File: src/rtl/bb_ram.sv
`timescale 1ns / 1ps
// ----------------------------------------------------------------------------
// bb_ram
// Generic single-write, single-read RAM with a registered read port.
// ----------------------------------------------------------------------------
module bb_ram #(
	parameter int WIDTH = 8,
	parameter int DEPTH = 16
) (
	input  logic                     clk,
	input  logic                     we,
	input  logic [$clog2(DEPTH)-1:0] waddr,
	input  logic [WIDTH-1:0]         wdata,
	input  logic [$clog2(DEPTH)-1:0] raddr,
	output logic [WIDTH-1:0]         rdata
);

	logic [WIDTH-1:0] mem [DEPTH];

	always_ff @(posedge clk) begin
		if (we) begin
			mem[waddr] <= wdata;
		end
		rdata <= mem[raddr];
	end

endmodule

File: config.mk
export PLATFORM = sky130hd
export DESIGN_NAME = bb_ram
export DESIGN_NICKNAME = d
export VERILOG_FILES = /design/src/rtl/bb_ram.sv
export SDC_FILE = /design/constraint.sdc
export NUM_CORES = 1
export LEC_CHECK = 0
export ABC_AREA = 1
export BUFFER_PORTS_ARGS = -buffer_cell sky130_fd_sc_hd__buf_4
export CORE_UTILIZATION = 30
export CTS_CLUSTER_SIZE = 8
export DETAILED_ROUTE_END_ITERATION = 8
export GPL_ROUTABILITY_DRIVEN = 0
export PLACE_DENSITY = 0.47
export RECOVER_POWER = 50
export SLEW_MARGIN = 30
export SYNTH_ARGS = -nofsm -noshare
export SYNTH_HDL_FRONTEND = slang
export SYNTH_SLANG_ARGS = --single-unit
File: constraint.sdc
create_clock -name clk -period 1.26 [get_ports clk]
set_input_delay 0.126 -clock clk [delete_from_list [all_inputs] [get_ports clk]]
set_output_delay 0.126 -clock clk [all_outputs]
set_load 0.01 [all_outputs]
# [Word-level counts from Yosys, hierarchy flattened]
# Memory sizes are Yosys's and may differ from the RTL's. A register that Yosys moved wholly into a read port is not among the register bits.
# Cells that the tools add are included.
[classes] n_mux=2
[ops] operator="two-way mux 1 bit" count=2
[totals] mem_bits_rw=128 mem_count=1 wordCells=3 output_inout_bits=8 regBits=0
[memory_table] memory="mem" depth=16 width=8 read_ports=1 rd_ports_with_merged_regs=1 wr=1 line_no="18" text="logic [WIDTH-1:0] mem [DEPTH];"

# [Longest topological paths before layout]
# Gate-level depths: netlist of run 1.
[logic_depth] word_depth=2 depth_mapped=8 ltp_nobuf=7

# [Least setup slack after synthesis of run 1]
# OpenSTA, ideal clock, no wires.
[synth_path] path_type="input-to-reg" start="input port waddr[2]" end="memory mem[10][0], enable pin" slack_ns=0.183 cell_stages=2 n_path_buf=0 required_time_ns=0.890 arrival_time_ns=0.707 cell_sequence="nand3b_1 > nor2_1"
[synth_lines] item="start, declared" line_no="12" text="input logic [$clog2(DEPTH)-1:0] waddr,"
[synth_lines] item="end, declared" line_no="18"
# Straight into the memory's write port.

# [Final worst setup path of run 1]
[layout_path] start="register rdata[7], read port of mem" end="output port rdata[7]"
[layout_lines] item="start, declared" line_no="15" text="output logic [WIDTH-1:0] rdata"
# No word-level cell between the ends.

==> results.md, run 1 <==
* PortBufs at 25
* Worst path slowest cell: dfxtp_1
* First-pass GRT wire length at 20,900 um
* Measured slew at the worst slew-check pin at slightly below 1000 ps
* # IOs at 26
* Synthesized net count at between 500 and 600
* Status: finished clean
* Starting density of the core at between 30% and 40%
* Die H at around 140 um
* WL per Instance at 16.0 um
* Initial DRC Count at 220
* Hold WC Path Type: input pin to register
* Drt drc at 0
* CTS H-tree depth at 4
* Fin. Hold Viols at 0
* Endpoint type of the worst setup path: output pin
* Syn Area/Cell at roughly 10 um2
* Rel. slew slack at 34.6%
* Crit-path max cell delay at ~360 ps
* Worst-path fanout max at 1
* Crit path DAT at about 900 ps
* PwrDens at around 1500 nW/um2
* Setup slack, reg-to-reg at about 250 ps
* Aggregate routed wire length at roughly 14,000 um
* Clock skew at around 8.5 ps
* Die ar. at between 15,000 and 20,000 um2
* Fmax at roughly 0.96 GHz
* Cell taking the most area after synthesis: edfxtp_1
* Area of the multi-input gates at around 1200 um2
* Most frequent cell after synthesis: nand2_1
* Setup crit start kind: register
* Required time of the critical path at approximately 1100 ps
* Hold EP: rdata[6]$_DFF_P_
* Post-route ant nets at 0
* Critical path's top delay family: flip-flops
* Fill cells at ~1,900
* Commonest cells in the netlist: nand2_1, edfxtp_1, inv_1
* Buf/Inv on CP at 1
* Post-Synthesis Cells at approximately 550
* Longest Clk Path Bufs at 2
* DP Wirelength at around 8700 um
* Initial antenna violation count at 0
* Maximum vdd drop at around 750 uV
* WHS Path Cells at 3
* Setup tns final at 0 ps
* CTS tree: done
* Area Growth Syn to Fin at 20.1%
* Max-slew violations at 0
* Hold Buf Count CTS at 0
* Critical R2R Launch: mem[1][2]$_DFFE_PP_
* CTS root buf: clkbuf_16
* Register area at 4000 um2
* Rows at 50
* Synth Warn # at 0
* Core ar. at between 15,000 and 20,000 um2
* R2R cell count at 6
* Largest cells by area after synthesis: edfxtp_1, nand2_1, nand3_1
* Via count at roughly 3,700
* Count of cell types in the netlist at 12
* Final WS setup at 215 ps
* CP Cell Sequence: buf_4
* Critical register-to-register path endpoint: rdata[2]$_DFF_P_
* Final setup fails at 0
* First drt pass iteration count at 4
* Number of global-route vias before repair at approximately 3,700
* Clk slew on worst S/H paths at 50 ps
* Largest net degree at the start of global routing at 35
* HP Start: raddr[3]
* TritonCTS buffer count at 17
* Maxcap violations at 0
* Sequential-to-total area share from yosys stat at a little over two thirds
* Synthesis-stage register bit count at approximately 140
* CTS resizes at 0
* Area fraction of the dominant cell type after synthesis at roughly two thirds
* Cell Area, Synth at 5770 um2
* Via-to-Cell Ratio at approximately 4.4
* Nets@finish at 618
* Layout cells sized above 1 at roughly 11%
* Total setup buffers inserted after CTS at 0
* Clock latency on the worst-skew pair at slightly above 400 ps
* RSZ-0062 raised after global routing: no
* Final period util at just over 80%
* Main synth FF type: edfxtp_1
* Die width at about 140 um
* Clock sinks at between 100 and 150
* Setup CP Type: register to output pin
* Remaining Overflow, GRT at 0
* ANT cells at 0
* Setup WS pre-CTS at about 16 ps
* Ys async rst share at 0%
* LEAKAGE at just under 3 nW
* Crit path time final at between 1000 and 1500 ps
* Gr usage total at ~15%
* Post-synth EDFFs at between 100 and 150
final cells by class:
type,count,area share (%)
timing repair buffer,54,6.76
tap,234,4.23
sequential,136,57.8
multi-input combinational,289,17.5
clock buffer,31,8.09
inverter,102,5.53
clock inverter,1,0.0723
stage by stage:
stage	power (mW)	cell area [um2]	utilization (%)	hold slack [ps]	instances
6_report	10.4	6930	36.9	27.7	847
3_3_place_gp	5.90	6400	34.1	439	815
2_1_floorplan	5.55	5770	-	225	551
3_5_place_dp	5.91	6400	34.1	450	815
4_1_cts	10.6	6960	37.1	13.5	847
5_1_grt	10.8	6930	36.9	34.8	847
cells in the final DEF (no fill, tap or decap):
cell       Yosys  final
buf_12         0      8
buf_4          4     36
clkbuf_1       0     18
clkbuf_16      0     19
clkbuf_8       0      4
clkinv_2       0      1
dfxtp_1        8      8
edfxtp_1     128    128
inv_1        100    100
inv_2          2      2
nand2_1      173    173
nand3_1       97     97
nand3b_1       2      2
nor2_1        17     17
worst max-delay path by stage:
stage | cells past startpoint | end | from | slack, ps
2_1_floorplan | 2 | mem[10][0]$_DFFE_PP_ | waddr[2] | 180
3_3_place_gp | 8 | rdata[2]$_DFF_P_ | raddr[0] | 50
3_5_place_dp | 8 | rdata[2]$_DFF_P_ | raddr[0] | 20
4_1_cts | 1 | rdata[7] | rdata[7]$_DFF_P_ | 170
5_1_grt | 6 | rdata[2]$_DFF_P_ | mem[2][2]$_DFFE_PP_ | 140
6_report | 1 | rdata[7] | rdata[7]$_DFF_P_ | 220
registers in the layout, summed over array words and instances, names as in the netlist:
signal	count
mem	128
rdata	8
report_power, final:
group / switching, mW / internal (mW)
logic: 0.454 / 0.244
clock network: 1.69 / 2.96
registers: 0.0296 / 5.06
total: 2.17 / 8.27
per-layer routing:
| metal | track usage, % | vias up | wire, um |
|---|---|---|---|
| met3 | 3.40 | 8 | 655 |
| met4 | 4.52 | 0 | 82 |
| met5 | 0 | - | 0 |
| met1 | 18.0 | 1765 | 5910 |
| li1 | - | 1873 | - |
| met2 | 25.8 | 70 | 6930 |
cells by family (layout without fill, tap and decap cells):
kind of cell	after synthesis	count (layout)	share of synthesized area, %
AND/OR/NAND/NOR	289	289	21.0
buffers and inverters	126	188	9.52
flip-flops	136	136	69.4
(Power assumes the default switching activity.)
==> inputs of run 2 (changes only) <==
Settings changed: ABC_AREA 1 to 0, PLACE_DENSITY 0.47 to 0.48.
Clock period 1.26 ns to 0.85 ns, I/O delays scaled along.
==> results.md, run 2 <==
* Commonest non-fill, non-tap cell in the layout: edfxtp_1 (was nand2_1)
* Via-to-Cell Ratio at 4.59 (was 4.39)
* Crit-path max cell delay at 490 ps (was 360 ps)
* Reg power frac at 47.0% (was 48.8%)
* Hold slack at 160 ps (was 27.7 ps)
* Final WS setup at -402 ps (was 215 ps)
* Post-route ant nets at 0 (unchanged)
* Post-Synthesis Cells at 229 (was 551)
* Fin. Hold Viols at 0 (unchanged)
* Rel. slew slack at 41.9% (was 34.6%)
* Longest Clk Path Bufs at 2 (unchanged)
* Clock skew at 8.20 ps (was 8.47 ps)
* Crit path DAT at 1550 ps (was 920 ps)
* Cell Area, Synth at 5150 um2 (was 5770 um2)
* Post-synth EDFFs at 128 (unchanged)
* Via count at 2,495 (was 3,716)
* Crit path time final at 1250 ps
* Sw Share at 19.1% (was 20.8%)
* Synth Warn # at 0 (unchanged)
* Worst path slowest cell: mux4_2 (was dfxtp_1)
* Final period util at 147%
* Die H at 133 um (was 141 um)
* DP Wirelength at 6900 um (was 8690 um)
* First drt pass iteration count at 4 (unchanged)
* Clk pwr share at 46.5% (was 44.6%)
* Commonest cells in the netlist: edfxtp_1, mux4_2, a22oi_1 (was nand2_1, edfxtp_1, inv_1)
* Setup CP Type: register to register (was register to output pin)
* Starting density of the core at 30.9% (was 30.7%)
* LEAKAGE at 2.32 nW (was 2.96 nW)
* Count of cell types in the netlist at 19 (was 12)
* Largest net degree at the start of global routing at 17 (was 35)
* Aggregate routed wire length at 10,400 um (was 13,600 um)
* Measured slew at the worst slew-check pin at 868 ps (was 981 ps)
* # IOs at 26 (unchanged)
* Core ar. at 16,600 um2 (was 18,800 um2)
* Regs by FF count: mem (128), rdata (8) (unchanged)
* Area Growth Syn to Fin at 36.0% (was 20.1%)
* Drt drc at 0 (unchanged)
* Max-slew violations at 0 (unchanged)
* Synthesized net count at 247 (was 569)
* Die ar. at 17,700 um2 (was 19,800 um2)
* Synthesis-stage register bit count at 136 (unchanged)
* Max FFs per register at 128 (unchanged)
* Initial DRC Count at 163 (was 220)
* Reg with most FFs: mem (unchanged)
* Setup slack, reg-to-reg at -400 ps (was 250 ps)
* Dpl cells at 502 (was 815)
* Most frequent cells in the layout: edfxtp_1, mux4_2, buf_12, buf_4, clkbuf_16 (was nand2_1, edfxtp_1, inv_1, nand3_1, buf_4)
* Die width at 133 um (was 141 um)
* Initial antenna violation count at 0 (unchanged)
* Required time of the critical path at 1140 ps (was 1130 ps)
* Clock latency on the worst-skew pair at 410 ps (about the same)
* Syn Area/Cell at 22.5 um2 (was 10.5 um2)
* Area fraction of the dominant cell type after synthesis at 74.7% (was 66.7%)
* Sw power at 3.08 mW (was 2.17 mW)
* Gr usage total at 13.2% (was 14.7%)
* Layout cells sized above 1 at 49.4% (was 11.4%)
* CTS tree: done (unchanged)
* Nets@finish at 329 (was 618)
* TritonCTS buffer count at 17 (unchanged)
* Power Internal at 13.0 mW (was 8.27 mW)
* Worst-path fanout max at 1 (unchanged)
* Number of global-route vias before repair at 2,732 (was 3,667)
* Ys async rst share at 0% (unchanged)
* Final setup fails at 16 (was 0)
* Maxcap violations at 0 (unchanged)
* Failing checks: setup timing
* Setup crit start kind: register (unchanged)
* Clock sinks at 136 (unchanged)
* Clk slew on worst S/H paths at 60 ps (was 50 ps)
* First-pass GRT wire length at 16,200 um (was 20,900 um)
* Hold WC Path Type: input pin to register (unchanged)
* WL per Instance at 19.0 um (was 16.0 um)
* Endpoint type of the worst setup path: register (was output pin)
* Fmax at ~0.80 GHz
* Comb pwr share at 6.6% (was 6.7%)
* Rows at 47 (was 50)
* Sequential-to-total area share from yosys stat at 77.8% (was 69.4%)
* CP Cell Sequence: mux4_2 > a22oi_2 > nand2_1 (was buf_4)
* Status: finished with violations (was finished clean)
* CTS H-tree depth at 4 (unchanged)
* PortBufs at 25 (unchanged)
* PwrDens at 2300 nW/um2 (was 1510 nW/um2)
* Largest cells by area after synthesis: edfxtp_1, mux4_2, mux4_1 (was edfxtp_1, nand2_1, nand3_1)
* RSZ-0062 raised after global routing: yes (was no)
* CTS root buf: clkbuf_16 (unchanged)
* Most frequent cell after synthesis: edfxtp_1 (was nand2_1)
* Maximum vdd drop at 1590 uV (was 746 uV)
* Layout Cells excl Fill at 544 (was 847)
* Main synth FF type: edfxtp_1 (unchanged)
* Cell taking the most area after synthesis: edfxtp_1 (unchanged)
* ANT cells at 0 (unchanged)
* Remaining Overflow, GRT at 0 (unchanged)
## run 2: cell types whose count changed after synthesis, sizes merged, moves of 2 or more
cell           delta
nand2           -164
nand2b            +2
a22oi            +16
mux4             +32
inv             -102
nor2              -4
clkdlybuf4s25     +3
nand3            -96
buf              -17
nor3              +4
## run 2: path summary, 6_finish.rpt
path / endpoint / cells past startpoint / from
worst max register to register: rdata[1]$_DFF_P_ / 3 / mem[2][1]$_DFFE_PP_
worst max-delay path: rdata[1]$_DFF_P_ / 3 / mem[2][1]$_DFFE_PP_
worst min register to register: rdata[7]$_DFF_P_ / 3 / mem[4][7]$_DFFE_PP_
worst min-delay path: rdata[3]$_DFF_P_ / 4 / raddr[2]
## run 2: routing by layer
layer	GRT usage, %	vias up	wire length [um]
li1	-	1122	-
met1	16.8	1320	4600
met2	20.9	38	5270
met3	3.18	15	253
met4	7.28	0	231
met5	0	-	0
## run 2: logic make-up (layout without fill, tap and decap cells)
logic type / count (synthesis) / count (layout) / share of synthesized area, %
AO/OA/AOI/OAI: 16 / 16 / 2.33
buffers and inverters: 10 / 105 / 1.68
flip-flops: 136 / 136 / 77.8
multiplexers: 32 / 32 / 15.0
AND/OR/NAND/NOR: 35 / 35 / 3.18
## run 2: area by class of cell
| class | instances | area, um2 |
|---|---|---|
| clock inverter | 10 | 153 |
| clock buffer | 22 | 454 |
| sequential | 136 | 4010 |
| fill | 1458 | 9640 |
| timing repair buffer | 73 | 922 |
| tap | 220 | 275 |
| multi-input combinational | 83 | 1180 |
## run 2: power groups by stage
stage / registers (mW) / clock network [mW] / logic, mW
3_5_place_dp: 7.69 / 0 / 1.00
3_3_place_gp: 7.69 / 0 / 0.995
4_1_cts: 7.56 / 7.66 / 1.08
6_report: 7.56 / 7.49 / 1.06
2_1_floorplan: 7.69 / 0 / 0.452
5_1_grt: 7.58 / 7.94 / 1.14
## run 2: stage by stage
step	setup TNS [ps]	total power [mW]	setup slack (ps)	cell area (um2)	utilization [%]
6_report	-3670	16.1	-402	7000	42.1
5_1_grt	-4640	16.7	-460	7000	42.1
4_1_cts	-4060	16.3	-431	6980	41.9
3_5_place_dp	-50080	8.69	-668	6220	37.4
3_3_place_gp	-49160	8.68	-659	6220	37.4
2_1_floorplan	-23610	8.14	-338	5260	-
## run 2: critical path, delay by kind of cell, from the launching register on
family,cells,cell delay [ps]
muxes,1,490
DFF,1,370
and+or+nand+nor,1,80
AOI/OAI and AO/OA,1,190
## run 2: what timing repair did
item,4_1_cts,5_1_grt
resized for setup,19,10
pin swaps,3,4
setup endpoints to repair,24,56
hold buffers,8,0
endpoints found under the hold margin,128,0
cloned,0,0
buffers inserted,0,2
==> inputs of run 3 (changes only) <==
==> constraint.sdc (replaced) <==
create_clock -name clk -period 0.85 [get_ports clk]
set_input_delay 0.0425 -clock clk [delete_from_list [all_inputs] [get_ports clk]]
set_output_delay 0.0425 -clock clk [all_outputs]
set_load 0.01 [all_outputs]
==> results.md, run 3 (synthesized netlist as in run 2, its figures left out) <==
* Most frequent cells in the layout: edfxtp_1, mux4_2, buf_4, buf_12, clkbuf_16 (was edfxtp_1, mux4_2, buf_12, buf_4, clkbuf_16)
* Setup CP Type: register to register (unchanged)
* Post-route ant nets at 0 (unchanged)
* Rows at 47 (unchanged)
* Fmax at 0.797 GHz (was 0.799 GHz)
* CP Cell Sequence: mux4_2 > a22oi_2 > nand2_1 (unchanged)
* Hold EP: mem[12][6]$_DFFE_PP_ (was rdata[3]$_DFF_P_)
* Power Internal at 12.5 mW (was 13.0 mW)
* Hold WC Path Type: input pin to register (unchanged)
* Maximum vdd drop at 1280 uV (was 1590 uV)
* Clock latency on the worst-skew pair at 420 ps (was 410 ps)
* Number of global-route vias before repair at 2,722 (was 2,732)
* Required time of the critical path at 1150 ps (was 1140 ps)
* Crit-path max cell delay at 480 ps (was 490 ps)
* ANT cells at 0 (unchanged)
* Clk slew on worst S/H paths at 50 ps (was 60 ps)
* Longest Clk Path Bufs at 2 (unchanged)
* CTS H-tree depth at 4 (unchanged)
* Sw power at 3.07 mW (was 3.08 mW)
* Commonest non-fill, non-tap cell in the layout: edfxtp_1 (unchanged)
* Die ar. at 17,700 um2 (unchanged)
* Worst-path fanout max at 1 (unchanged)
* TritonCTS buffer count at 17 (unchanged)
* Max FFs per register at 128 (unchanged)
* Clock skew at 4.78 ps (was 8.20 ps)
* Clk pwr share at 45.3% (was 46.5%)
* Largest net degree at the start of global routing at 17 (unchanged)
* First drt pass iteration count at 4 (unchanged)
* Fill cells at 1,470 (was 1,458)
* DP Wirelength at 7110 um (was 6900 um)
* CTS root buf: clkbuf_16 (unchanged)
* Initial antenna violation count at 0 (unchanged)
* Maxcap violations at 0 (unchanged)
* Max-slew violations at 0 (unchanged)
* Clock sinks at 136 (unchanged)
* Final setup fails at 16 (unchanged)
* WL per Instance at 19.5 um (was 19.0 um)
* Final period util at 148% (was 147%)
* Buf/Inv on CP at 0 (unchanged)
* Endpoint type of the worst setup path: register (unchanged)
* Sw Share at 19.7% (was 19.1%)
* Nets@finish at 323 (was 329)
* WHS Path Cells at 3 (was 4)
* Regs by FF count: mem (128), rdata (8) (unchanged)
* # IOs at 26 (unchanged)
* Setup WS pre-CTS at -566 ps (was -668 ps)
* Setup crit start kind: register (unchanged)
* Remaining Overflow, GRT at 0 (unchanged)
* Final WS setup at -405 ps (was -402 ps)
* Critical R2R Launch: mem[10][5]$_DFFE_PP_ (was mem[2][1]$_DFFE_PP_)
* Via-to-Cell Ratio at 4.66 (was 4.59)
* PwrDens at 2300 nW/um2 (about the same)
* Reg power frac at 48.5% (was 47.0%)
* Failing checks: setup timing (unchanged)
* Rel. slew slack at 41.9% (about the same)
* Fin. Hold Viols at 0 (unchanged)
* Reg with most FFs: mem (unchanged)
* Layout cells sized above 1 at 48.1% (was 49.4%)
* Worst path slowest cell: mux4_2 (unchanged)
* Die width at 133 um (unchanged)
* CTS tree: done (unchanged)
* LEAKAGE at 2.23 nW (was 2.32 nW)
* Aggregate routed wire length at 10,500 um (was 10,400 um)
* Critical path's top delay family: multiplexers (unchanged)
* HP Start: waddr[0] (was raddr[2])
* Die H at 133 um (unchanged)
* Crit path DAT at 1550 ps (about the same)
* Drt drc at 0 (unchanged)
* Initial DRC Count at 101 (was 163)
* Area Growth Syn to Fin at 32.2% (was 36.0%)
* Crit path time final at 1260 ps (was 1250 ps)
* Gr usage total at 13.3% (was 13.2%)
* Measured slew at the worst slew-check pin at 869 ps (was 868 ps)
* Layout Cells excl Fill at 538 (was 544)
* Comb pwr share at 6.3% (was 6.6%)
* Hold slack at 131 ps (was 160 ps)
* Critical register-to-register path endpoint: rdata[5]$_DFF_P_ (was rdata[1]$_DFF_P_)
* PortBufs at 25 (unchanged)
* RSZ-0062 raised after global routing: yes (unchanged)
* Status: finished with violations (unchanged)
* First-pass GRT wire length at 16,300 um (was 16,200 um)
* Via count at 2,505 (was 2,495)
* R2R cell count at 3 (unchanged)
* Starting density of the core at 30.9% (unchanged)
* Total setup buffers inserted after CTS at 0 (unchanged)
* Setup slack, reg-to-reg at -410 ps (was -400 ps)
* Core ar. at 16,600 um2 (unchanged)
* Dpl cells at 498 (was 502)
==> run 3: cell count changes in the layout (fill, tap and decap cells not counted), moves of 4 or more <==
cell	delta
clkinv_1	+4
buf_12	-7
buf_6	-5
buf_4	+6
==> run 3: routing by layer <==
layer / vias up / global-route usage (%) / routed length, um
li1: 1112 / - / -
met1: 1339 / 17.1 / 4960
met2: 43 / 20.7 / 5040
met3: 11 / 3.75 / 316
met4: 0 / 6.70 / 171
met5: - / 0 / 0
==> run 3: through the flow <==
step           util, %  setup TNS, ps  power [mW]  area, um2
5_1_grt           40.9          -4090        16.1       6800
3_5_place_dp      36.6         -46350        8.62       6080
6_report          40.9          -3350        15.6       6800
3_3_place_gp      36.6         -44970        8.61       6080
4_1_cts           40.9          -3720        15.8       6800
2_1_floorplan        -         -19160        8.14       5240
==> run 3: cell type report <==
class | count | area, um2 | area share [%]
Clock buffer | 20 | 437 | 6.42
Clock inverter | 12 | 133 | 1.95
Multi-Input combinational cell | 83 | 1170 | 17.2
Sequential cell | 136 | 4020 | 59.0
Tap cell | 220 | 275 | 4.05
Timing Repair Buffer | 67 | 771 | 11.3
==> run 3: worst min-delay path: stages <==
cell and delay [ps]:
buf_4 140, nor3_4 60, buf_12 140
==> run 3: repair_timing <==
action,CTS,global route
endpoints found under the hold margin,128,0
pin swaps,2,1
setup endpoints to repair,16,24
resized for setup,20,6
hold buffers,8,0
==> run 3: how the worst max path moves through the flow <==
stage,startpoint,endpoint,cells past startpoint
after floorplan,waddr[2],mem[0][0]$_DFFE_PP_,2
after global placement,raddr[0],rdata[5]$_DFF_P_,5
after detailed placement,raddr[0],rdata[5]$_DFF_P_,5
after CTS,mem[10][5]$_DFFE_PP_,rdata[5]$_DFF_P_,3
after global routing,mem[11][0]$_DFFE_PP_,rdata[0]$_DFF_P_,3
final,mem[10][5]$_DFFE_PP_,rdata[5]$_DFF_P_,3
==> run 3: power by group through the flow <==
stage	sequential, mW	combinational (mW)	clock (mW)
2_1_floorplan	7.69	0.445	0
3_3_place_gp	7.69	0.921	0
3_5_place_dp	7.69	0.931	0
4_1_cts	7.57	1.00	7.20
5_1_grt	7.58	1.06	7.46
6_report	7.57	0.976	7.07
